===== src/design/trigger_matched_event_merger_assert.svh =====
// Assertion macros for the trigger-matched event merger (included by tmem_back)
`ifndef TRIGGER_MATCHED_EVENT_MERGER_ASSERT_SVH
`define TRIGGER_MATCHED_EVENT_MERGER_ASSERT_SVH

// Check a property on every clock edge outside reset
`define TMEM_ASSERT_ALWAYS(lbl, prop, msg) \
  lbl: assert property (@(posedge clk) disable iff (rst) (prop)) else $error(msg);

// Check that a condition implies a consequence in the next cycle
`define TMEM_ASSERT_NEXT(lbl, ante, cons, msg) \
  lbl: assert property (@(posedge clk) disable iff (rst) (ante) |=> (cons)) else $error(msg);

`endif


===== src/design/tmem_pkg.sv =====
// Types and constants for the trigger-matched event merger
`timescale 1ns / 1ps
package tmem_pkg;

  localparam int THR_W  = 11;
  localparam int DROP_W = 11;

  localparam logic [THR_W-1:0] THRESHOLD_RESET = 11'd1000;
  localparam logic             MODE_START_RUN  = 1'b1;
  localparam logic [1:0]       SRC_BEAM        = 2'd0;
  localparam logic [1:0]       SRC_CALO        = 2'd1;

  typedef struct packed {
    logic        mode;
    logic [1:0]  source;
    logic [31:0] trigger_number;
    logic [63:0] ts_begin;
    logic [63:0] ts_end;
    logic [31:0] payload_handle;
  } event_t;

  typedef struct packed {
    logic              matched;
    logic [31:0]       merged_trigger;
    logic [63:0]       merged_ts_begin;
    logic [63:0]       merged_ts_end;
    logic [31:0]       beam_handle;
    logic [31:0]       calo_handle;
    logic [DROP_W-1:0] beam_dropped;
    logic [DROP_W-1:0] calo_dropped;
    logic              backlog_warning;
    logic              overflow;
    logic              unknown_source;
  } result_t;

  typedef enum logic [1:0] {
    CMD_CLEAR,
    CMD_BEAM,
    CMD_CALO,
    CMD_UNKNOWN
  } cmd_kind_t;

  typedef struct packed {
    cmd_kind_t   kind;
    logic [31:0] trigger;
    logic [63:0] ts_begin;
    logic [63:0] ts_end;
    logic [31:0] handle;
  } cmd_t;

  typedef struct packed {
    logic [31:0] trigger;
    logic [63:0] ts_begin;
    logic [63:0] ts_end;
    logic [31:0] handle;
  } beam_entry_t;

  typedef struct packed {
    logic [31:0] trigger;
    logic [31:0] handle;
  } calo_entry_t;

  typedef enum logic [1:0] {
    ST_IDLE,
    ST_READ,
    ST_CMP,
    ST_FINISH
  } back_state_t;

endpackage


===== src/design/tmem_front.sv =====
// Front end: accept events and classify them into merge commands
`timescale 1ns / 1ps
module tmem_front (
  input  logic             clk,
  input  logic             rst,
  input  logic             evt_valid,
  output logic             evt_ready,
  input  tmem_pkg::event_t evt,
  output logic             cmd_valid,
  input  logic             cmd_ready,
  output tmem_pkg::cmd_t   cmd
);
  import tmem_pkg::*;

  cmd_t cmd_next;

  assign evt_ready = !cmd_valid || cmd_ready;

  always_comb begin
    cmd_next.trigger  = evt.trigger_number;
    cmd_next.ts_begin = evt.ts_begin;
    cmd_next.ts_end   = evt.ts_end;
    cmd_next.handle   = evt.payload_handle;
    priority if (evt.mode == MODE_START_RUN) begin
      cmd_next.kind = CMD_CLEAR;
    end else if (evt.source == SRC_BEAM) begin
      cmd_next.kind = CMD_BEAM;
    end else if (evt.source == SRC_CALO) begin
      cmd_next.kind = CMD_CALO;
    end else begin
      cmd_next.kind = CMD_UNKNOWN;
    end
  end

  always_ff @(posedge clk) begin
    if (rst) begin
      cmd_valid <= 1'b0;
    end else if (evt_ready) begin
      cmd_valid <= evt_valid;
    end
  end

  always_ff @(posedge clk) begin
    if (evt_valid && evt_ready) begin
      cmd <= cmd_next;
    end
  end

endmodule


===== config.mk =====
export PLATFORM = sky130hd
export DESIGN_NAME = tmem_front
export DESIGN_NICKNAME = d
export VERILOG_FILES = /design/src/design/trigger_matched_event_merger_assert.svh /design/src/design/tmem_pkg.sv /design/src/design/tmem_front.sv
export SDC_FILE = /design/constraint.sdc
export NUM_CORES = 1
export LEC_CHECK = 0
export BUFFER_PORTS_ARGS = -buffer_cell sky130_fd_sc_hd__buf_2
export CORE_AREA = 4 4 152 154
export DETAILED_ROUTE_END_ITERATION = 6
export DIE_AREA = 0 0 156 158
export MAX_ROUTING_LAYER = met4
export SETUP_SLACK_MARGIN = 0.05
export SKIP_LAST_GASP = 1
export SLEW_MARGIN = 0
export SYNTH_ARGS = -nofsm -noshare
export SYNTH_HDL_FRONTEND = slang
export SYNTH_SLANG_ARGS = --single-unit

===== constraint.sdc =====
create_clock -name clk -period 4.14 [get_ports clk]
set_input_delay 0.414 -clock clk [delete_from_list [all_inputs] [get_ports clk]]
set_output_delay 0.414 -clock clk [all_outputs]
set_load 0.01 [all_outputs]

; After elaboration in Yosys (flattened, before gate mapping)
; Index checks and enable logic that the tools add are counted.
; W data, S select, Z words.
[totals]
ff_bits = 195
input_bits = 199
[classes]
n_eq_ne = 1
mux = 2
reduce_logical = 5
[op_table]
columns = cell, n
row1 = $eq A2 B1 Y1 const B, 1
row2 = $logic_not A2 Y1, 1
row3 = $mux W1, 2
row4 = $reduce_or A2 Y1, 1
row5 = $logic_and A1 B1 Y1, 1
row6 = $logic_not A1 Y1, 1
row7 = $logic_or A1 B1 Y1, 1

; Logic depth before layout (Yosys ltp)
; Gate-level depths: netlist of the first run.
[depth]
word_depth = 3
depth_mapped = 2
mapped_depth_nobuf = 2

; Least setup slack after synthesis of the first run
; OpenSTA, ideal clock, no wires.
[synth_path]
path_type = input to register
startpoint = in cmd_ready
endpoint = reg cmd[0] (netlist name) (enable)
arrival_time_ns = 1.950
required_time_ns = 3.719
path_slack_ns = 1.770
stages = 2
cell_sequence = nand2b_4 -> and2_4
[synth_between]
elab_chain_len = 2
[synth_lines]
columns = element, line_no
row1 = "start, declared", tmem_front.sv:10  ; input logic cmd_ready,
row2 = $logic_or A1 B1 Y1, tmem_front.sv:17  ; assign evt_ready = !cmd_valid || cmd_ready;
row3 = $logic_and A1 B1 Y1, tmem_front.sv:44  ; if (evt_valid && evt_ready) begin
row4 = "end signal, assigned", tmem_front.sv:45  ; cmd <= cmd_next;
row5 = "end, declared", tmem_front.sv:11  ; output tmem_pkg::cmd_t cmd
; No other way between the ends.
; A chain may end at the register's enable or synchronous reset.

; Worst setup path after layout of the first run
[layout_path]
startpoint = reg cmd_valid
endpoint = reg cmd[180] (netlist name) (enable)
[layout_between]
elab_chain_len = 3
[layout_lines]
columns = element, line_no
row1 = "start, declared", tmem_front.sv:9  ; output logic cmd_valid,
row2 = "start signal, assigned", tmem_front.sv:39  ; cmd_valid <= evt_valid;
row3 = $logic_not A1 Y1, tmem_front.sv:17
row4 = $logic_or A1 B1 Y1, tmem_front.sv:17
row5 = $logic_and A1 B1 Y1, tmem_front.sv:44
; No other way between the ends.

==> results of run 1 <==
-- area by class of cell --
cell class	count	share of cell area, %
clock inverter	12	1.357
antenna	9	0.2545
multi-input combinational	6	0.4949
timing repair buffer	396	22.74
tap	280	3.959
inverter	2	0.08484
sequential	195	66.06
clock buffer	20	5.048
-- report_power, final --
| group | switching, mW | internal, mW |
|---|---|---|
| combinational | 0.181 | 0.142 |
| sequential | 0.0256 | 2.31 |
| clock | 0.746 | 0.814 |
-- worst max-delay path: cells and delay by family, from the launching register on --
kind / cells / cell delay, ns
buffers and inverters: 1 / 0.39
DFF: 1 / 0.34
and+or+nand+nor: 2 / 0.71
-- state kept, by name (all words and copies together) (netlist names) --
| signal | flops |
|---|---|
| cmd | 194 |
| cmd_valid | 1 |
-- kinds of logic after synthesis --
logic type | count (synthesis) | share of synthesized area (%)
AOI/OAI and AO/OA | 2 | 0.2333
buffers and inverters | 2 | 0.1274
DFF | 195 | 99.13
and+or+nand+nor | 4 | 0.5093
-- final timing paths --
path,depth (start not counted),slack [ns],start,end
max,3,2.25,cmd_valid$_SDFFE_PP0P_,cmd[180]$_DFFE_PP_
min reg2reg,2,0.50,cmd_valid$_SDFFE_PP0P_,cmd_valid$_SDFFE_PP0P_
max reg2reg,3,2.25,cmd_valid$_SDFFE_PP0P_,cmd[180]$_DFFE_PP_
min,2,0.14,rst,cmd_valid$_SDFFE_PP0P_
-- stage by stage --
stage	util, %	total power, mW	hold slack [ns]
5_1_grt	40.80	4.403	0.1235
6_report	40.80	4.216	0.1442
2_1_floorplan	-	2.487	0.4764
3_3_place_gp	38.08	2.705	0.4817
3_5_place_dp	38.08	2.713	0.4951
4_1_cts	40.69	4.289	0.1128
-- cells in the mapped netlist --
| cell | n |
|---|---|
| a21oi_1 | 1 |
| a21oi_2 | 1 |
| and2_4 | 1 |
| dfxtp_1 | 1 |
| edfxtp_1 | 194 |
| inv_1 | 2 |
| nand2b_4 | 1 |
| nor2_1 | 2 |
-- layer usage --
metal / up-vias / global-route usage, % / part of all wire (%)
met5: - / - / 0
met4: 0 / 4.544 / 1.4
met3: 9 / 6.479 / 13
met2: 233 / 20.45 / 51
met1: 1639 / 12.39 / 34
li1: 1668 / - / -
==> results.py, run 1 <==
metrics = {
    "sta": {
        "setup_violations": 0,
        "fin_crit_sh_pct": 45.56,
        "fin_crit_ns": 1.886,
        "drv_slew": 0,
        "skew_ns": 0.01095,
        "worst_slew_pin_slew_ns": 0.7543,
        "fmax_mhz": 530.1,
        "setup_ws_ns": 2.254,
        "setup_tns_ns": 0,
        "grt_setup_unrepaired": "false",
        "max_slew_margin_pct": 49.71,
        "finalHoldViolCount": 0,
    },
    "finish": {
        "drive_above_1_share_pct": 67.99,
        "final_net_count": 817,
        "fillCellCount": 2031,
        "final_common_cell": "buf_2",
        "final_cell_mix": "394 x buf_2, 194 x edfxtp_1, 17 x clkbuf_16",
        "syn2layout_area_growth_pct": 50.05,
        "multi_input_area_um2": 43.79,
        "seq_area_um2": 5846,
        "stdcell_count": 920,
        "final_area_um2": 8848,
    },
    "die": {
        "fp-row-count": 54,
        "start_util_pct": 27.19,
        "die_y_um": 158,
        "dieArea_um2": 24650,
        "coreArea_um2": 21690,
        "pin_count": 395,
        "dieWidth_um": 156,
    },
    "routing": {
        "vias_per_cell": 3.858,
        "detail_route.wl_per_cell_um": 17.19,
        "drt_first_pass_iters": 4,
        "drc_errors": 0,
        "detail-route-antenna-nets": 0,
        "num_vias": 3549,
        "wirelength_um": 15820,
        "drt_iter0_drc": 143,
    },
    "power": {
        "powerDensity_nw_per_um2": 476.5,
        "peakVddDrop_v": 0.0002428,
        "p_leak_nw": 3.762,
    },
    "placed_design": {
        "place_congestion": 0.7294,
        "post-dp-hpwl_um": 12340,
        "place_ws_ns": 2.039,
        "placed_area_um2": 8259,
        "io_buffers": 394,
        "place_inst": 879,
    },
    "global_routing": {
        "antenna_found_initial": 10,
        "grt_pass1_vias": 3612,
        "grt_pass1_wl_um": 21280,
        "overflow": 0,
        "grt_max_degree": 72,
        "track_usage_pct": 12.32,
    },
    "critical_path": {
        "cp-start-kind": "flip-flop",
        "endpoint_kind": "flip-flop",
        "path_cells": "nand2b_4, and2_4, buf_12",
        "cpPeakStageDelay_ns": 0.63,
        "cpMaxStageDelayCell": "and2_4",
        "critPathKind": "reg2reg",
        "arrival_ns": 1.96,
        "crit_fanout": 71,
        "critPathRequiredTime_ns": 4.21,
    },
    "clock_tree": {
        "clock_latency_ns": 0.42,
        "clock_path_buffers": 2,
        "clock-root-buffer": "clkbuf_16",
        "numCtsBuffers": 17,
        "hold_buffers": 0,
        "clk_pin_slew_ns": 0.08,
        "cts_resized": 0,
        "cts_num_sinks": 195,
        "cts_tree": "done",
        "h-tree-depth": 4,
        "cts_setup_buffers": 0,
    },
    "yosys": {
        "synth.area.top_cells": "edfxtp_1 99%, dfxtp_1 0.34%, nand2b_4 0.23%",
        "post_synth_num_cell_types": 8,
        "synth_seq_cells": 195,
        "syn-num-nets": 402,
        "yosysSeqAreaShare_pct": 99.13,
        "yosysWarningCount": 0,
        "synth_top_cell_area_share_pct": 98.79,
        "avgSynthCellArea_um2": 29.05,
        "synth_area_um2": 5897,
        "yosysTopAreaCell": "edfxtp_1",
        "synthCells": 203,
    },
    "flow_run": {
        "maxCapViolCount": 0,
    },
    "worst_hold_path": {
        "hold_class": "in2reg",
    },
    "run_status": {
        "outcome": "completed",
    },
}
Note: power is estimated with default switching activity, not from simulation.
==> inputs of run 2 (changes only) <==
clock period = 1.6 ns   (was 4.14 ns; I/O delays follow)
==> results.py, run 2 <==
metrics = {
    "yosys": {
        "yosysTopAreaCell": "edfxtp_1",
        "synth_area_um2": 5897,
        "yosys.cell_count.top_type": "edfxtp_1",
        "async_flop_share_pct": 0,
        "synth_commonest_cells": "194 x edfxtp_1, 2 x inv_1, 2 x nor2_1",
        "avgSynthCellArea_um2": 29.05,
        "post_synth_num_cell_types": 8,
        "synth.area.top_cells": "edfxtp_1 99%, dfxtp_1 0.34%, nand2b_4 0.23%",
        "synth_seq_cells": 195,
        "synth_top_cell_area_share_pct": 98.79,
        "yosysWarningCount": 0,
        "syn-num-nets": 402,
        "ys.flop_type": "edfxtp_1",
        "synth_edf_count": 194,
        "synthCells": 203,
        "yosysSeqAreaShare_pct": 99.13,
    },
    "clock_tree": {
        "cts_num_sinks": 195,
        "cts_setup_buffers": 0,
        "hold_buffers": 186,
        "numCtsBuffers": 17,
        "cts_resized": 0,
        "clock-root-buffer": "clkbuf_16",
        "h-tree-depth": 4,
        "clock_path_buffers": 2,
    },
    "run_status": {
        "outcome": "did not finish",
        "firstError": "[ERROR RSZ-0060] Max buffer count reached.",
        "lastStage": "clock tree synthesis",
    },
    "die": {
        "dieWidth_um": 156,
        "pin_count": 395,
        "start_util_pct": 27.19,
        "die_y_um": 158,
        "fp-row-count": 54,
    },
    "placed_design": {
        "io_buffers": 394,
        "place_congestion": 0.8037,
        "post-dp-hpwl_um": 12630,
    },
}
==> run 2: cell counts after synthesis <==
No cell type changed its count.
==> run 2: cells by family after synthesis <==
logic type / after synthesis / share of synthesized area [%]
compound gates: 2 / 0.2333
buf+inv: 2 / 0.1274
flops: 195 / 99.13
simple gates: 4 / 0.5093
==> run 2: through the flow <==
step	instance area (µm²)	instances	worst slack, ns
after detailed placement	8408	892	0.2988
after global placement	8408	892	0.3162
after floorplan	5898	203	-0.6451
==> inputs of run 3 (changes only) <==
CORE_AREA = 4 4 150 152   (was 4 4 152 154)
DIE_AREA = 0 0 154 156   (was 0 0 156 158)
MAX_ROUTING_LAYER = default   (was met4)
PLACE_DENSITY_LB_ADDON = 0.15   (was default)
SETUP_SLACK_MARGIN = default   (was 0.05)
clock period = 2.1 ns   (was 1.6 ns; I/O delays follow)
==> results.py, run 3 <==
metrics = {
    "run_status": {
        "outcome": "did not finish",
        "lastStage": "clock tree synthesis",
        "firstError": "[ERROR RSZ-0060] Max buffer count reached.",
    },
    "yosys": {
        "yosys.cell_count.top_type": "edfxtp_1",
        "synthCells": 203,
        "yosysTopAreaCell": "edfxtp_1",
        "synth_area_um2": 5897,
        "ys.flop_type": "edfxtp_1",
        "synth_edf_count": 194,
        "synth.area.top_cells": "edfxtp_1 99%, dfxtp_1 0.34%, nand2b_4 0.23%",
        "syn-num-nets": 402,
        "yosysWarningCount": 0,
        "avgSynthCellArea_um2": 29.05,
        "synth_seq_cells": 195,
        "async_flop_share_pct": 0,
        "yosysSeqAreaShare_pct": 99.13,
        "post_synth_num_cell_types": 8,
        "synth_top_cell_area_share_pct": 98.79,
        "synth_commonest_cells": "194 x edfxtp_1, 2 x inv_1, 2 x nor2_1",
    },
    "die": {
        "dieWidth_um": 154,
        "pin_count": 395,
        "die_y_um": 156,
        "start_util_pct": 28.05,
        "fp-row-count": 53,
    },
    "clock_tree": {
        "clock_path_buffers": 2,
        "cts_num_sinks": 195,
        "h-tree-depth": 4,
        "clock-root-buffer": "clkbuf_16",
        "numCtsBuffers": 17,
        "cts_setup_buffers": 0,
        "cts_resized": 0,
        "hold_buffers": 183,
    },
    "placed_design": {
        "place_congestion": 0.8086,
        "post-dp-hpwl_um": 12790,
        "io_buffers": 394,
    },
}
## run 3: logic make-up after synthesis
family,Yosys count,share of synthesized area (%)
AO/OA/AOI/OAI,2,0.2333
buffers and inverters,2,0.1274
flip-flops,195,99.13
AND/OR/NAND/NOR,4,0.5093
## run 3: per-stage QoR
| stage | utilization, % | setup slack [ns] | instance area [µm²] | hold slack, ns | cells |
|---|---|---|---|---|---|
| 2_1_floorplan | - | -0.1451 | 5898 | 0.2651 | 203 |
| 3_5_place_dp | 39.72 | 0.5665 | 8349 | 0.3735 | 880 |
| 3_3_place_gp | 39.72 | 0.6057 | 8349 | 0.3675 | 880 |
