**config.mk**
```make
export PLATFORM = sky130hd
export DESIGN_NAME = tmem_cmd_queue
export DESIGN_NICKNAME = d
export VERILOG_FILES = /design/src/design/trigger_matched_event_merger_assert.svh /design/src/design/tmem_pkg.sv /design/src/design/tmem_cmd_queue.sv
export SDC_FILE = /design/constraint.sdc
export NUM_CORES = 1
export LEC_CHECK = 0
export BUFFER_PORTS_ARGS = -buffer_cell sky130_fd_sc_hd__buf_2
export CAP_MARGIN = 15
export CORE_UTILIZATION = 48
export CTS_CLUSTER_SIZE = 10
export DETAILED_ROUTE_END_ITERATION = 16
export PLACE_DENSITY = 0.78
export SYNTH_ARGS = -nofsm -noshare
export SYNTH_HDL_FRONTEND = slang
export SYNTH_SLANG_ARGS = --single-unit
```
**constraint.sdc**
```tcl
create_clock -name clk -period 7.7 [get_ports clk]
set_input_delay 1.155 -clock clk [delete_from_list [all_inputs] [get_ports clk]]
set_output_delay 1.155 -clock clk [all_outputs]
set_load 0.02 [all_outputs]
```
**src/design/trigger_matched_event_merger_assert.svh**
```systemverilog
// Assertion macros for the trigger-matched event merger (included by tmem_back)
`ifndef TRIGGER_MATCHED_EVENT_MERGER_ASSERT_SVH
`define TRIGGER_MATCHED_EVENT_MERGER_ASSERT_SVH

// Check a property on every clock edge outside reset
`define TMEM_ASSERT_ALWAYS(lbl, prop, msg) \
  lbl: assert property (@(posedge clk) disable iff (rst) (prop)) else $error(msg);

// Check that a condition implies a consequence in the next cycle
`define TMEM_ASSERT_NEXT(lbl, ante, cons, msg) \
  lbl: assert property (@(posedge clk) disable iff (rst) (ante) |=> (cons)) else $error(msg);

`endif

```
**src/design/tmem_pkg.sv**
```systemverilog
// Types and constants for the trigger-matched event merger
`timescale 1ns / 1ps
package tmem_pkg;

  localparam int THR_W  = 11;
  localparam int DROP_W = 11;

  localparam logic [THR_W-1:0] THRESHOLD_RESET = 11'd1000;
  localparam logic             MODE_START_RUN  = 1'b1;
  localparam logic [1:0]       SRC_BEAM        = 2'd0;
  localparam logic [1:0]       SRC_CALO        = 2'd1;

  typedef struct packed {
    logic        mode;
    logic [1:0]  source;
    logic [31:0] trigger_number;
    logic [63:0] ts_begin;
    logic [63:0] ts_end;
    logic [31:0] payload_handle;
  } event_t;

  typedef struct packed {
    logic              matched;
    logic [31:0]       merged_trigger;
    logic [63:0]       merged_ts_begin;
    logic [63:0]       merged_ts_end;
    logic [31:0]       beam_handle;
    logic [31:0]       calo_handle;
    logic [DROP_W-1:0] beam_dropped;
    logic [DROP_W-1:0] calo_dropped;
    logic              backlog_warning;
    logic              overflow;
    logic              unknown_source;
  } result_t;

  typedef enum logic [1:0] {
    CMD_CLEAR,
    CMD_BEAM,
    CMD_CALO,
    CMD_UNKNOWN
  } cmd_kind_t;

  typedef struct packed {
    cmd_kind_t   kind;
    logic [31:0] trigger;
    logic [63:0] ts_begin;
    logic [63:0] ts_end;
    logic [31:0] handle;
  } cmd_t;

  typedef struct packed {
    logic [31:0] trigger;
    logic [63:0] ts_begin;
    logic [63:0] ts_end;
    logic [31:0] handle;
  } beam_entry_t;

  typedef struct packed {
    logic [31:0] trigger;
    logic [31:0] handle;
  } calo_entry_t;

  typedef enum logic [1:0] {
    ST_IDLE,
    ST_READ,
    ST_CMP,
    ST_FINISH
  } back_state_t;

endpackage

```
**src/design/tmem_cmd_queue.sv**
```systemverilog
// Two-entry command queue between the front end and the merge engine
`timescale 1ns / 1ps
module tmem_cmd_queue (
  input  logic           clk,
  input  logic           rst,
  input  logic           wr_valid,
  output logic           wr_ready,
  input  tmem_pkg::cmd_t wr_cmd,
  output logic           rd_valid,
  input  logic           rd_ready,
  output tmem_pkg::cmd_t rd_cmd
);
  import tmem_pkg::*;

  cmd_t       entries [2];
  logic       wr_ptr;
  logic       rd_ptr;
  logic [1:0] fill;
  logic       push;
  logic       pop;

  assign wr_ready = (fill != 2'd2);
  assign rd_valid = (fill != 2'd0);
  assign rd_cmd   = entries[rd_ptr];
  assign push     = wr_valid && wr_ready;
  assign pop      = rd_valid && rd_ready;

  always_ff @(posedge clk) begin
    if (rst) begin
      wr_ptr <= 1'b0;
      rd_ptr <= 1'b0;
      fill   <= 2'd0;
    end else begin
      if (push) begin
        wr_ptr <= !wr_ptr;
      end
      if (pop) begin
        rd_ptr <= !rd_ptr;
      end
      if (push && !pop) begin
        fill <= fill + 2'd1;
      end else if (pop && !push) begin
        fill <= fill - 2'd1;
      end
    end
  end

  always_ff @(posedge clk) begin
    if (push) begin
      entries[wr_ptr] <= wr_cmd;
    end
  end

endmodule

```
# --- After elaboration in Yosys (flattened, before gate mapping) ---
# Memory sizes are Yosys's and may differ from the RTL's. A register that Yosys moved wholly into a read port is not among the register bits.
# Cells that the tools add are included.
op_classes:
  n_addsub: 2
  n_eq_ne: 1
  muxes: 6
  reduce_logical: 10
ops:
  columns: ["operator", "count"]
  rows:
  - ["1-bit logical AND", 4]
  - ["1-bit zero test", 4]
  - ["1-bit 2-to-1 mux", 4]
  - ["2-bit 2-to-1 mux", 2]
  - ["2-bit nonzero test", 2]
  - ["2-bit by 1-bit adder with 2-bit output (second input constant)", 1]
  - ["2-bit != test (second input constant)", 1]
  - ["2-bit by 1-bit subtractor with 2-bit output (second input constant)", 1]
totals:
  ff_bits: 4
  ramBits: 388
  in_bits: 198
  output_inout_bits: 196
  word_cells: 23
  memories: 1
mem_list:
  columns: ["memory", "depth", "word_bits", "rd", "rd_ports_with_merged_regs", "wr", "line_no", "source"]
  rows:
  - ["entries", 2, 194, 1, 1, 1, "tmem_cmd_queue.sv:15", "cmd_t entries [2];"]

# --- Longest topological paths before layout ---
# Gate-level depths: netlist (run 1).
depth:
  depth_word: 6
  ltp_mapped: 6
  ltp_nobuf: 6

# --- Worst setup path after synthesis (run 1) ---
# OpenSTA, ideal clock, no wires.
synth_path:
  kind: "input -> register"
  from: "input wr_valid"
  to: "memory entries[1][0] (netlist bit), enable pin"
  setup_time_ps: 580
  arrival_ps: 5639
  required_time_ps: 7120
  path_slack_ps: 1481
  stages: 1
  path_buffers: 0
  path_cell_list: "and3_1"
synth_via:
  elab_chain_len: 3
synth_lines:
  columns: ["item", "line_no", "source"]
  rows:
  - ["start, declared", "tmem_cmd_queue.sv:6", "input logic wr_valid,"]
  - ["1-bit logical AND", "tmem_cmd_queue.sv:25", "assign push = wr_valid && wr_ready;"]
  - ["1-bit 2-to-1 mux", "tmem_cmd_queue.sv:49", "if (push) begin"]
  - ["1-bit 2-to-1 mux (implied by the code)", "tmem_cmd_queue.sv:50", "entries[wr_ptr] <= wr_cmd;"]
  - ["end, declared", "tmem_cmd_queue.sv:15", null]
# Every way passes these cells.

==> qor.txt, run 1 <==
Status: finished clean
Post-Layout Cell Count: 1474
Element type at the critical path end: output pin
Post-synth top area cell: edfxtp_1
Final setup TNS: 0 ns
Fin crit period: 3.76 ns
Post-Syn Nets: 827
Worst path cell trace: buf_4 -> mux2_2 -> buf_2
Io pins: 394
Power, Total: 6.51 mW
Initial antenna violation count: 6
Pre-antenna DRT Iters: 4
Count of state elements after synthesis: 393
Placeable Area: 30600 um^2
Worst stage delay on the critical path: 0.83 ns
Arr. time, crit path: 2.61 ns
Root Driver: clkbuf_16
# DRC: 0
H-tree depth: 2
CP Max Fanout: 56
FP Rows: 64
GPL Wtd Cong: 0.732
Seq/Total Area, Yosys: 0.789
Worst VDD drop: 0.224 mV
Setup-failing EPs final: 0
Synth-to-layout area growth: 24.6%
Delay-heaviest family, CP: buffers and inverters
Clk slew on worst S/H paths: 0.05 ns
Synth warnings: 0
CTS Sinks: 393
Critical setup path kind: reg -> out
Initial core utilization: 0.487
Max-Cap Viols: 0
Post-CTS Resized: 0
Via-per-instance ratio: 4.93
Layout cell share with drive strength beyond 1: 0.605
Detailed placement HPWL: 18500 um
Latest clock arrival within the worst-skew pair: 0.52 ns
P_leak: 7.22 nW
Total track usage: 0.167
Power Dens Cells: 351 nW/um^2
Dpl cells: 1401
Clk buf depth: 3
Die height: 178 um
Final #Nets: 1252
Area contributors post-synth: edfxtp_1 78%, mux2_4 16%, mux2_2 2.6%
Input/output buffers: 393
Buf+Inv Stages, Crit Path: 2
Worst Hold Class: reg -> reg
Worst EP required: 6.55 ns
Synthesized cell area: 14900 um^2
Global route overflow: 0
Die width: 178 um
Cts bufs inserted: 46
Worst slew pin tran: 1.10 ns
Syn_area_per_cell: 23.7 um^2
Post CTS Setup Buffer Count: 0
Max Freq: 266 MHz
Hold_buf cts: 0
Dpl ws: 4.09 ns
Hold Vio Cnt, Final: 0
Largest net degree at the start of global routing: 121
Die area: 31700 um^2
Clock Skew: 0.00870 ns
Worst setup margin: 3.94 ns
Global-route wire length before repair: 40200 um
RSZ-0062 raised after global routing: false
DR iter-0 viols: 451
Antenna viol nets, final: 0
Crit-path slowest cell: buf_4
Relative slew slack: 0.265
Critical path startpoint category: register
Library cells used by synthesis: 20
Pins Over Slew Limit: 0
Per-cell routed wire length: 18.9 um
WL final: 27900 um
DR vias: 7271
Proportion of netlist area held by the largest area contributor: 0.782
Tcrit/Tclk final: 0.489
Cells after Synth: 628
Vias in the first global route: 7427
CTS tree: done
-- state kept, by name (all words and copies together) (netlist names), named ones only --
| signal | cells |
|---|---|
| entries | 388 |
| fill | 2 |
| rd_ptr | 1 |
| wr_ptr | 1 |
-- area by class of cell --
class | count | area [um^2]
Sequential cell | 393 | 11800
Timing Repair Buffer | 399 | 2020
Clock inverter | 2 | 38.8
Inverter | 1 | 11.3
Multi-Input combinational cell | 212 | 2910
Antenna cell | 3 | 7.51
Clock buffer | 68 | 1310
Tap cell | 396 | 495
Fill cell | 2222 | 12000
-- power by group --
group / leakage, nW / internal [mW] / total (mW) / switching, mW
registers: 3.67 / 2.68 / 2.76 / 0.0828
logic: 2.91 / 0.792 / 1.81 / 1.01
clock network: 0.651 / 1.19 / 1.94 / 0.749
-- layout by cell type (no fill, tap or decap), types with 2 or more instances in the layout --
master and count:
o21ai_0 2, edfxtp_1 388, diode_2 3, mux2_4 160
xor2_1 3, mux2_2 34, clkbuf_1 18, clkbuf_16 49
a21oi_1 2, buf_2 393, dfxtp_1 4, buf_4 5
nor2_1 3
-- cell families (layout without fill, tap and decap cells) --
group	count (synthesis)	count (layout)	share of synthesized area
AO/OA/AOI/OAI	5	5	0.00202
XOR/XNOR	3	3	0.00176
adder cells (fa/ha/maj)	1	1	0.000840
buffers and inverters	23	470	0.0159
flip-flops	393	393	0.789
multiplexers	194	194	0.187
other	0	3	0
AND/OR/NAND/NOR	9	9	0.00336
-- worst reg2reg max path, cell delays in order (launching register included) --
cell and delay [ns]:
dfxtp_1 0.40, nand2b_1 0.23, nand3b_1 0.24, inv_8 0.61, buf_4 1.04
-- layer usage --
metal / GRT usage / up-vias / part of all wire
met5: 0 / - / 0.00093
met4: 0.0634 / 4 / 0.028
met3: 0.0595 / 56 / 0.097
met2: 0.296 / 297 / 0.51
met1: 0.183 / 3557 / 0.36
li1: - / 3357 / -
-- stage by stage --
step	hold slack (ns)	utilization	instance area [um^2]
after global routing	0.547	0.606	18500
final	0.514	0.606	18500
after CTS	0.527	0.606	18500
after global placement	0.489	0.562	17200
after detailed placement	0.499	0.562	17200
after floorplan	0.471	-	14900
-- cell usage after synthesis --
| cell type | count |
|---|---|
| a21bo_2 | 1 |
| a21oi_1 | 2 |
| and2_1 | 1 |
| and3_1 | 1 |
| buf_2 | 3 |
| buf_6 | 18 |
| buf_8 | 1 |
| dfxtp_1 | 5 |
| edfxtp_1 | 388 |
| ha_1 | 1 |
| inv_1 | 1 |
| mux2_2 | 34 |
| mux2_4 | 160 |
| nand2b_1 | 1 |
| nand3b_1 | 1 |
| nor2_1 | 3 |
| o21ai_0 | 2 |
| or2_2 | 1 |
| or3_1 | 1 |
| xor2_1 | 3 |
-- worst paths after layout --
path / start / end / slack, ns / cells after the start
worst max-delay path: register / rd_cmd[190] / 3.94 / 3
worst min-delay path: rd_ptr / rd_ptr / 0.51 / 2
worst max register to register: fill[0] / entries[0][45] / 4.73 / 4
worst min register to register: rd_ptr / rd_ptr / 0.51 / 2
Note: power is estimated with default switching activity, not from simulation.
==> run 2, diff against run 1 <==
--- a/config.mk
+++ b/config.mk
@@ -7,10 +7,10 @@
 export LEC_CHECK = 0
 export BUFFER_PORTS_ARGS = -buffer_cell sky130_fd_sc_hd__buf_2
 export CAP_MARGIN = 15
-export CORE_UTILIZATION = 48
+export CORE_UTILIZATION = 47
 export CTS_CLUSTER_SIZE = 10
 export DETAILED_ROUTE_END_ITERATION = 16
-export PLACE_DENSITY = 0.78
+export PLACE_DENSITY = 0.79
 export SYNTH_ARGS = -nofsm -noshare
 export SYNTH_HDL_FRONTEND = slang
 export SYNTH_SLANG_ARGS = --single-unit
==> constraint.sdc (replaced) <==
create_clock -name clk -period 3.4 [get_ports clk]
set_input_delay 0.51 -clock clk [delete_from_list [all_inputs] [get_ports clk]]
set_output_delay 0.51 -clock clk [all_outputs]
set_load 0.02 [all_outputs]
==> run 2 against run 1 <==
Sequential share of layout area shrank 0.17 points. Clock skew barely moved. Die area rose by 2.1%. Count of clock-buffer cells in the layout down 14. Design area up 0.28%. Clock power is 110% higher. Critical path type unchanged. Critical endpoint is now rd_cmd[69].
==> qor.txt, run 2 (synthesized netlist as in run 1, its figures left out) <==
Status: finished clean
Die area: 32400 um^2 (+2.1%)
Top flop regs: entries: 388 flops, fill: 2 flops
Global route overflow: 0 (unchanged)
Tcrit/Tclk final: 0.809
Element type at the critical path end: output pin
# DRC: 0 (unchanged)
DR iter-0 viols: 329 (-27%)
Initial antenna violation count: 11 (+5)
Min Hold Slack: 0.180 ns (-0.334 ns)
Global-route wire length before repair: 43200 um (+7.6%)
Biggest register: entries
Worst slew pin tran: 0.834 ns (-0.268 ns)
Post-Layout Cell Count: 1483 (+0.61%)
Die height: 180 um (+1.0%)
Pins Over Slew Limit: 0 (unchanged)
Largest net degree at the start of global routing: 49 (-60%)
Commonest non-fill, non-tap cell in the layout: buf_2
Hold Vio Cnt, Final: 0 (unchanged)
Antenna viol nets, final: 0 (unchanged)
Input/output buffers: 393 (unchanged)
Io pins: 394 (unchanged)
Hold worst-path end: entries[0][155]
Commonest non-fill, non-tap cells in the layout: 393 x buf_2, 388 x edfxtp_1, 160 x mux2_4, 45 x clkbuf_16, 34 x mux2_2
Power Dens Cells: 775 nW/um^2 (+120%)
Placeable Area: 30900 um^2 (+1.0%)
Post CTS Setup Buffer Count: 0 (unchanged)
Worst R2R End: entries[0][58]
Total track usage: 0.177 (+0.00946)
DR vias: 7361 (+1.2%)
GPL Wtd Cong: 0.753 (+2.8%)
Multi-input gate area: 2920 um^2 (+0.26%)
Fillcell total: 2260 (+1.7%)
Final #Nets: 1267 (+1.2%)
Hold Path Depth: 1 (-1)
Latest clock arrival within the worst-skew pair: 0.52 ns (about the same)
Reg2reg setup slack: 1.25 ns (-3.48 ns)
Initial core utilization: 0.482 (-0.00504)
WL final: 29200 um (+4.7%)
Hold_buf cts: 0 (unchanged)
Synth-to-layout area growth: 24.9%
Clock Skew: 0.00898 ns (+0.000284 ns)
Worst EP required: 2.89 ns (-3.66 ns)
CTS Sinks: 393 (unchanged)
Vias in the first global route: 7792 (+4.9%)
Clk slew on worst S/H paths: 0.05 ns (about the same)
H-tree depth: 2 (unchanged)
CTS tree: done
CP Max Fanout: 32 (-43%)
Critical setup path kind: reg -> out
Depth of the most critical reg-to-reg path: 4 (unchanged)
Die width: 180 um (+1.0%)
FP Rows: 64 (unchanged)
Worst VDD drop: 0.480 mV (+110%)
Seq. cell area: 11800 um^2 (about the same)
Dpl cells: 1417 (+1.1%)
Detailed placement HPWL: 20100 um (+8.8%)
Per-cell routed wire length: 19.7 um (+4.0%)
Max Freq: 363 MHz
Via-per-instance ratio: 4.96 (+0.62%)
Fin crit period: 2.75 ns
Worst r2r src: fill[1]
Worst Hold Class: in -> reg
Clk buf depth: 3 (unchanged)
Setup-failing EPs final: 0 (unchanged)
Hold Crit Start: wr_cmd[155]
Max-Cap Viols: 0 (unchanged)
Root Driver: clkbuf_16
Pre-antenna DRT Iters: 4 (unchanged)
Critical path startpoint category: register
Cts bufs inserted: 45 (-2.2%)
Layout cell share with drive strength beyond 1: 0.613 (+0.00852)
Relative slew slack: 0.443 (+0.178)
P_leak: 7.25 nW (+0.34%)
RSZ-0062 raised after global routing: false
Max reg flops: 388 (unchanged)
Post-CTS Resized: 0 (unchanged)
Arr. time, crit path: 2.24 ns (-0.37 ns)
==> run 2: changes by cell type in the layout (fill, tap and decap cells not counted), sizes merged <==
cell / previous run / this run
buf: 399 / 415
bufinv: 1 / 0
clkbuf: 68 / 54
clkinv: 0 / 3
clkinvlp: 0 / 1
diode: 3 / 9
inv: 2 / 0
==> run 2: area by class of cell <==
| class | instances | share of cell area |
|---|---|---|
| antenna | 9 | 0.00121 |
| clock buffer | 54 | 0.0624 |
| clock inverter | 3 | 0.000605 |
| inverter | 1 | 0.000404 |
| multi-input combinational | 212 | 0.157 |
| sequential | 393 | 0.632 |
| tap | 396 | 0.0266 |
| timing repair buffer | 415 | 0.120 |
==> run 2: through the flow <==
step	cell area, um^2	total power, mW	setup WS [ns]	TNS [ns]	util
3_5_place_dp	17400	10.6	1.09	0	0.563
3_3_place_gp	17400	10.5	1.17	0	0.563
6_report	18600	14.4	0.648	0	0.602
5_1_grt	18600	15.0	0.533	0	0.602
2_1_floorplan	14900	9.43	-0.544	-105.58	-
4_1_cts	18600	14.6	0.594	0	0.601
==> run 2: per-layer routing <==
layer | vias to the layer above | wire length (um) | track usage
li1 | 3377 | - | -
met1 | 3603 | 10400 | 0.188
met2 | 313 | 15200 | 0.314
met3 | 64 | 2710 | 0.0667
met4 | 4 | 880 | 0.0728
met5 | - | 27 | 0
==> run 2: critical path: stages, from the launching register on <==
cell,delay [ns]
dfxtp_4,0.71
buf_4,0.49
mux2_4,0.35
buf_2,0.16
==> run 2: worst max-delay path by stage <==
| stage | slack, ns | startpoint | to |
|---|---|---|---|
| final | 0.65 | register | rd_cmd[69] |
| after global routing | 0.53 | register | rd_cmd[69] |
| after CTS | 0.59 | register | rd_cmd[69] |
| after detailed placement | 1.09 | wr_valid | entries[0][123] |
| after global placement | 1.17 | wr_valid | entries[0][17] |
| after floorplan | -0.54 | fill[0] | entries[0][0] |
==> run 2: report_power, final <==
part	internal [mW]	total [mW]	switching [mW]
Combinational	1.84	4.17	2.32
Sequential	6.06	6.28	0.219
Clock	2.35	3.98	1.63
==> run 3, diff against run 2 <==
--- a/config.mk
+++ b/config.mk
@@ -7,10 +7,10 @@
 export LEC_CHECK = 0
 export BUFFER_PORTS_ARGS = -buffer_cell sky130_fd_sc_hd__buf_2
 export CAP_MARGIN = 15
-export CORE_UTILIZATION = 47
+export CORE_UTILIZATION = 48
 export CTS_CLUSTER_SIZE = 10
 export DETAILED_ROUTE_END_ITERATION = 16
-export PLACE_DENSITY = 0.79
+export PLACE_DENSITY = 0.78
 export SYNTH_ARGS = -nofsm -noshare
 export SYNTH_HDL_FRONTEND = slang
 export SYNTH_SLANG_ARGS = --single-unit
==> constraint.sdc (replaced) <==
create_clock -name clk -period 2.67 [get_ports clk]
set_input_delay 0.4005 -clock clk [delete_from_list [all_inputs] [get_ports clk]]
set_output_delay 0.4005 -clock clk [all_outputs]
set_load 0.02 [all_outputs]
==> run 3 against run 2 <==
Hold slack lost 0.12 ns. Die area fell by 2.1%. Combinational power is 31% higher. Critical path depth stayed put. Utilization increased by 0.88 points. Count of clock-buffer cells in the layout grew 1. First-iteration DRC count is 31% higher. Register-to-register slack worse by 0.56 ns. Sequential power is 26% higher. Power is 28% higher. Largest cell class unchanged.
==> qor.txt, run 3 (synthesized netlist as in run 1, its figures left out) <==
Status: finished clean
Commonest non-fill, non-tap cells in the layout: 393 x buf_2, 388 x edfxtp_1, 160 x mux2_4, 45 x clkbuf_16, 34 x mux2_2
Post-CTS Resized: 0 (unchanged)
Final setup TNS: 0 ns (unchanged)
Share of power burned in registers: 0.429 (-0.006)
Worst path cell trace: buf_4 -> mux2_4 -> buf_2
GRT met2 Usage: 0.322 (+0.00838)
P_sw: 5.34 mW (+28%)
Crit-path slowest cell: dfxtp_4
Worst EP required: 2.27 ns (-0.62 ns)
Max-Cap Viols: 0 (unchanged)
Global route overflow: 0 (unchanged)
Fillcell total: 2224 (-1.6%)
Max Freq: 413 MHz
Arr. time, crit path: 2.02 ns (-0.22 ns)
FP Rows: 64 (unchanged)
Gr busiest metal: met2
Latest clock arrival within the worst-skew pair: 0.52 ns (about the same)
H-tree depth: 2 (unchanged)
# DRC: 0 (unchanged)
Worst stage delay on the critical path: 0.49 ns (-0.22 ns)
Initial core utilization: 0.487 (+0.00504)
Comb power frac: 0.294 (+0.005)
Die width: 178 um (-1.0%)
Input/output buffers: 393 (unchanged)
Die area: 31700 um^2 (-2.1%)
Largest net degree at the start of global routing: 63 (+29%)
Final #Nets: 1268 (+0.079%)
Clk slew on worst S/H paths: 0.06 ns (about the same)
P_leak: 7.27 nW (+0.38%)
Multi-input gate area: 2920 um^2 (unchanged)
Layout cell share with drive strength beyond 1: 0.615 (+0.00186)
Cts bufs inserted: 45 (unchanged)
Max reg flops: 388 (unchanged)
Hold Vio Cnt, Final: 0 (unchanged)
Fin crit period: 2.42 ns
Worst VDD drop: 0.715 mV (+49%)
Worst slew pin tran: 0.643 ns (-0.191 ns)
CTS tree: done
Biggest register: entries
Relative slew slack: 0.571 (+0.128)
DR iter-0 viols: 431 (+31%)
RSZ-0062 raised after global routing: false
CP Max Fanout: 28 (-13%)
Critical path startpoint category: register
Post-layout util: 0.611 (+0.00880)
Io pins: 394 (unchanged)
M3 GR Usage: 0.0603 (-0.00634)
Via-per-instance ratio: 4.97 (about the same)
Clock power frac: 0.277 (about the same)
Per-cell routed wire length: 19.8 um (+0.24%)
Antenna viol nets, final: 0 (unchanged)
Total placed instance area: 17500 um^2 (+0.47%)
Worst Hold Class: in -> reg
Commonest non-fill, non-tap cell in the layout: buf_2
Int Pwr: 13.2 mW (+29%)
Placeable Area: 30600 um^2 (-1.0%)
Pins Over Slew Limit: 0 (unchanged)
GPL Wtd Cong: 0.782 (+3.9%)
Dpl cells: 1418 (+0.071%)
Met1 GRT Util: 0.190 (+0.00192)
Pre-antenna DRT Iters: 4 (unchanged)
Post CTS Setup Buffer Count: 0 (unchanged)
Synth-to-layout area growth: 25.4%
Clk buf depth: 3 (unchanged)
Vias in the first global route: 7617 (-2.2%)
Power, Total: 18.5 mW (+28%)
Root Driver: clkbuf_16
CTS Sinks: 393 (unchanged)
Die height: 178 um (-1.0%)
Setup-failing EPs final: 0 (unchanged)
Total track usage: 0.176 (-0.000824)
Critical setup path kind: reg -> out
Detailed placement HPWL: 20200 um (+0.61%)
Post-Layout Cell Count: 1478 (-0.34%)
Hold_buf cts: 0 (unchanged)
Tcrit/Tclk final: 0.908
Cell area after layout: 18700 um^2 (+0.41%)
WL final: 29200 um (about the same)
Top flop regs: entries: 388 flops, fill: 2 flops
Initial antenna violation count: 4 (-7)
Global-route wire length before repair: 41700 um (-3.5%)
Seq. cell area: 11800 um^2 (unchanged)
Power Dens Cells: 991 nW/um^2 (+28%)
DR vias: 7340 (-0.29%)
Clock Skew: 0.0181 ns (+0.00912 ns)
Sw Ratio: 0.288 (-0.000794)
Element type at the critical path end: output pin
-- run 3: changes by cell type in the layout (fill, tap and decap cells not counted) --
cell      change
buf_4         -5
diode_2       -5
buf_12        +6
clkinv_1      -2
clkbuf_8      +1
-- run 3: per-stage QoR --
step	setup slack [ns]	hold WS [ns]
after floorplan	-1.27	0.465
after global placement	0.692	0.489
after detailed placement	0.662	0.495
after CTS	0.208	0.0401
after global routing	0.151	0.0434
final	0.246	0.0597
-- run 3: worst max-delay path: cells and delay by family, from the launching register on --
kind | cells | cell delay (ns)
buffers and inverters | 2 | 0.64
flip-flops | 1 | 0.49
multiplexers | 1 | 0.35
-- run 3: power by group through the flow --
stage / Sequential, mW / Clock [mW] / Combinational, mW
2_1_floorplan: 8.06 / 0 / 3.95
3_3_place_gp: 8.02 / 0 / 5.44
3_5_place_dp: 8.07 / 0 / 5.49
4_1_cts: 7.95 / 5.24 / 5.53
5_1_grt: 8.00 / 5.46 / 5.78
6_report: 7.94 / 5.12 / 5.45
-- run 3: final cells by class --
type,instances,share of cell area
Antenna cell,4,0.000536
Clock buffer,55,0.0628
Clock inverter,1,0.000201
Inverter,1,0.000402
Multi-Input combinational cell,212,0.156
Sequential cell,393,0.629
Tap cell,396,0.0265
Timing Repair Buffer,416,0.124
-- run 3: final timing paths --
path	from	cells past startpoint	slack, ns	to
worst max register to register	fill[1]	4	0.69	entries[0][57]
worst max-delay path	register	3	0.25	rd_cmd[54]
worst min register to register	rd_ptr	2	0.50	rd_ptr
worst min-delay path	wr_cmd[88]	1	0.06	entries[1][88]
-- run 3: per-layer routing --
metal  vias up  wire length (um)
li1       3380                 -
met1      3625             10400
met2       286             15600
met3        45              2710
met4         4               526
met5         -                30
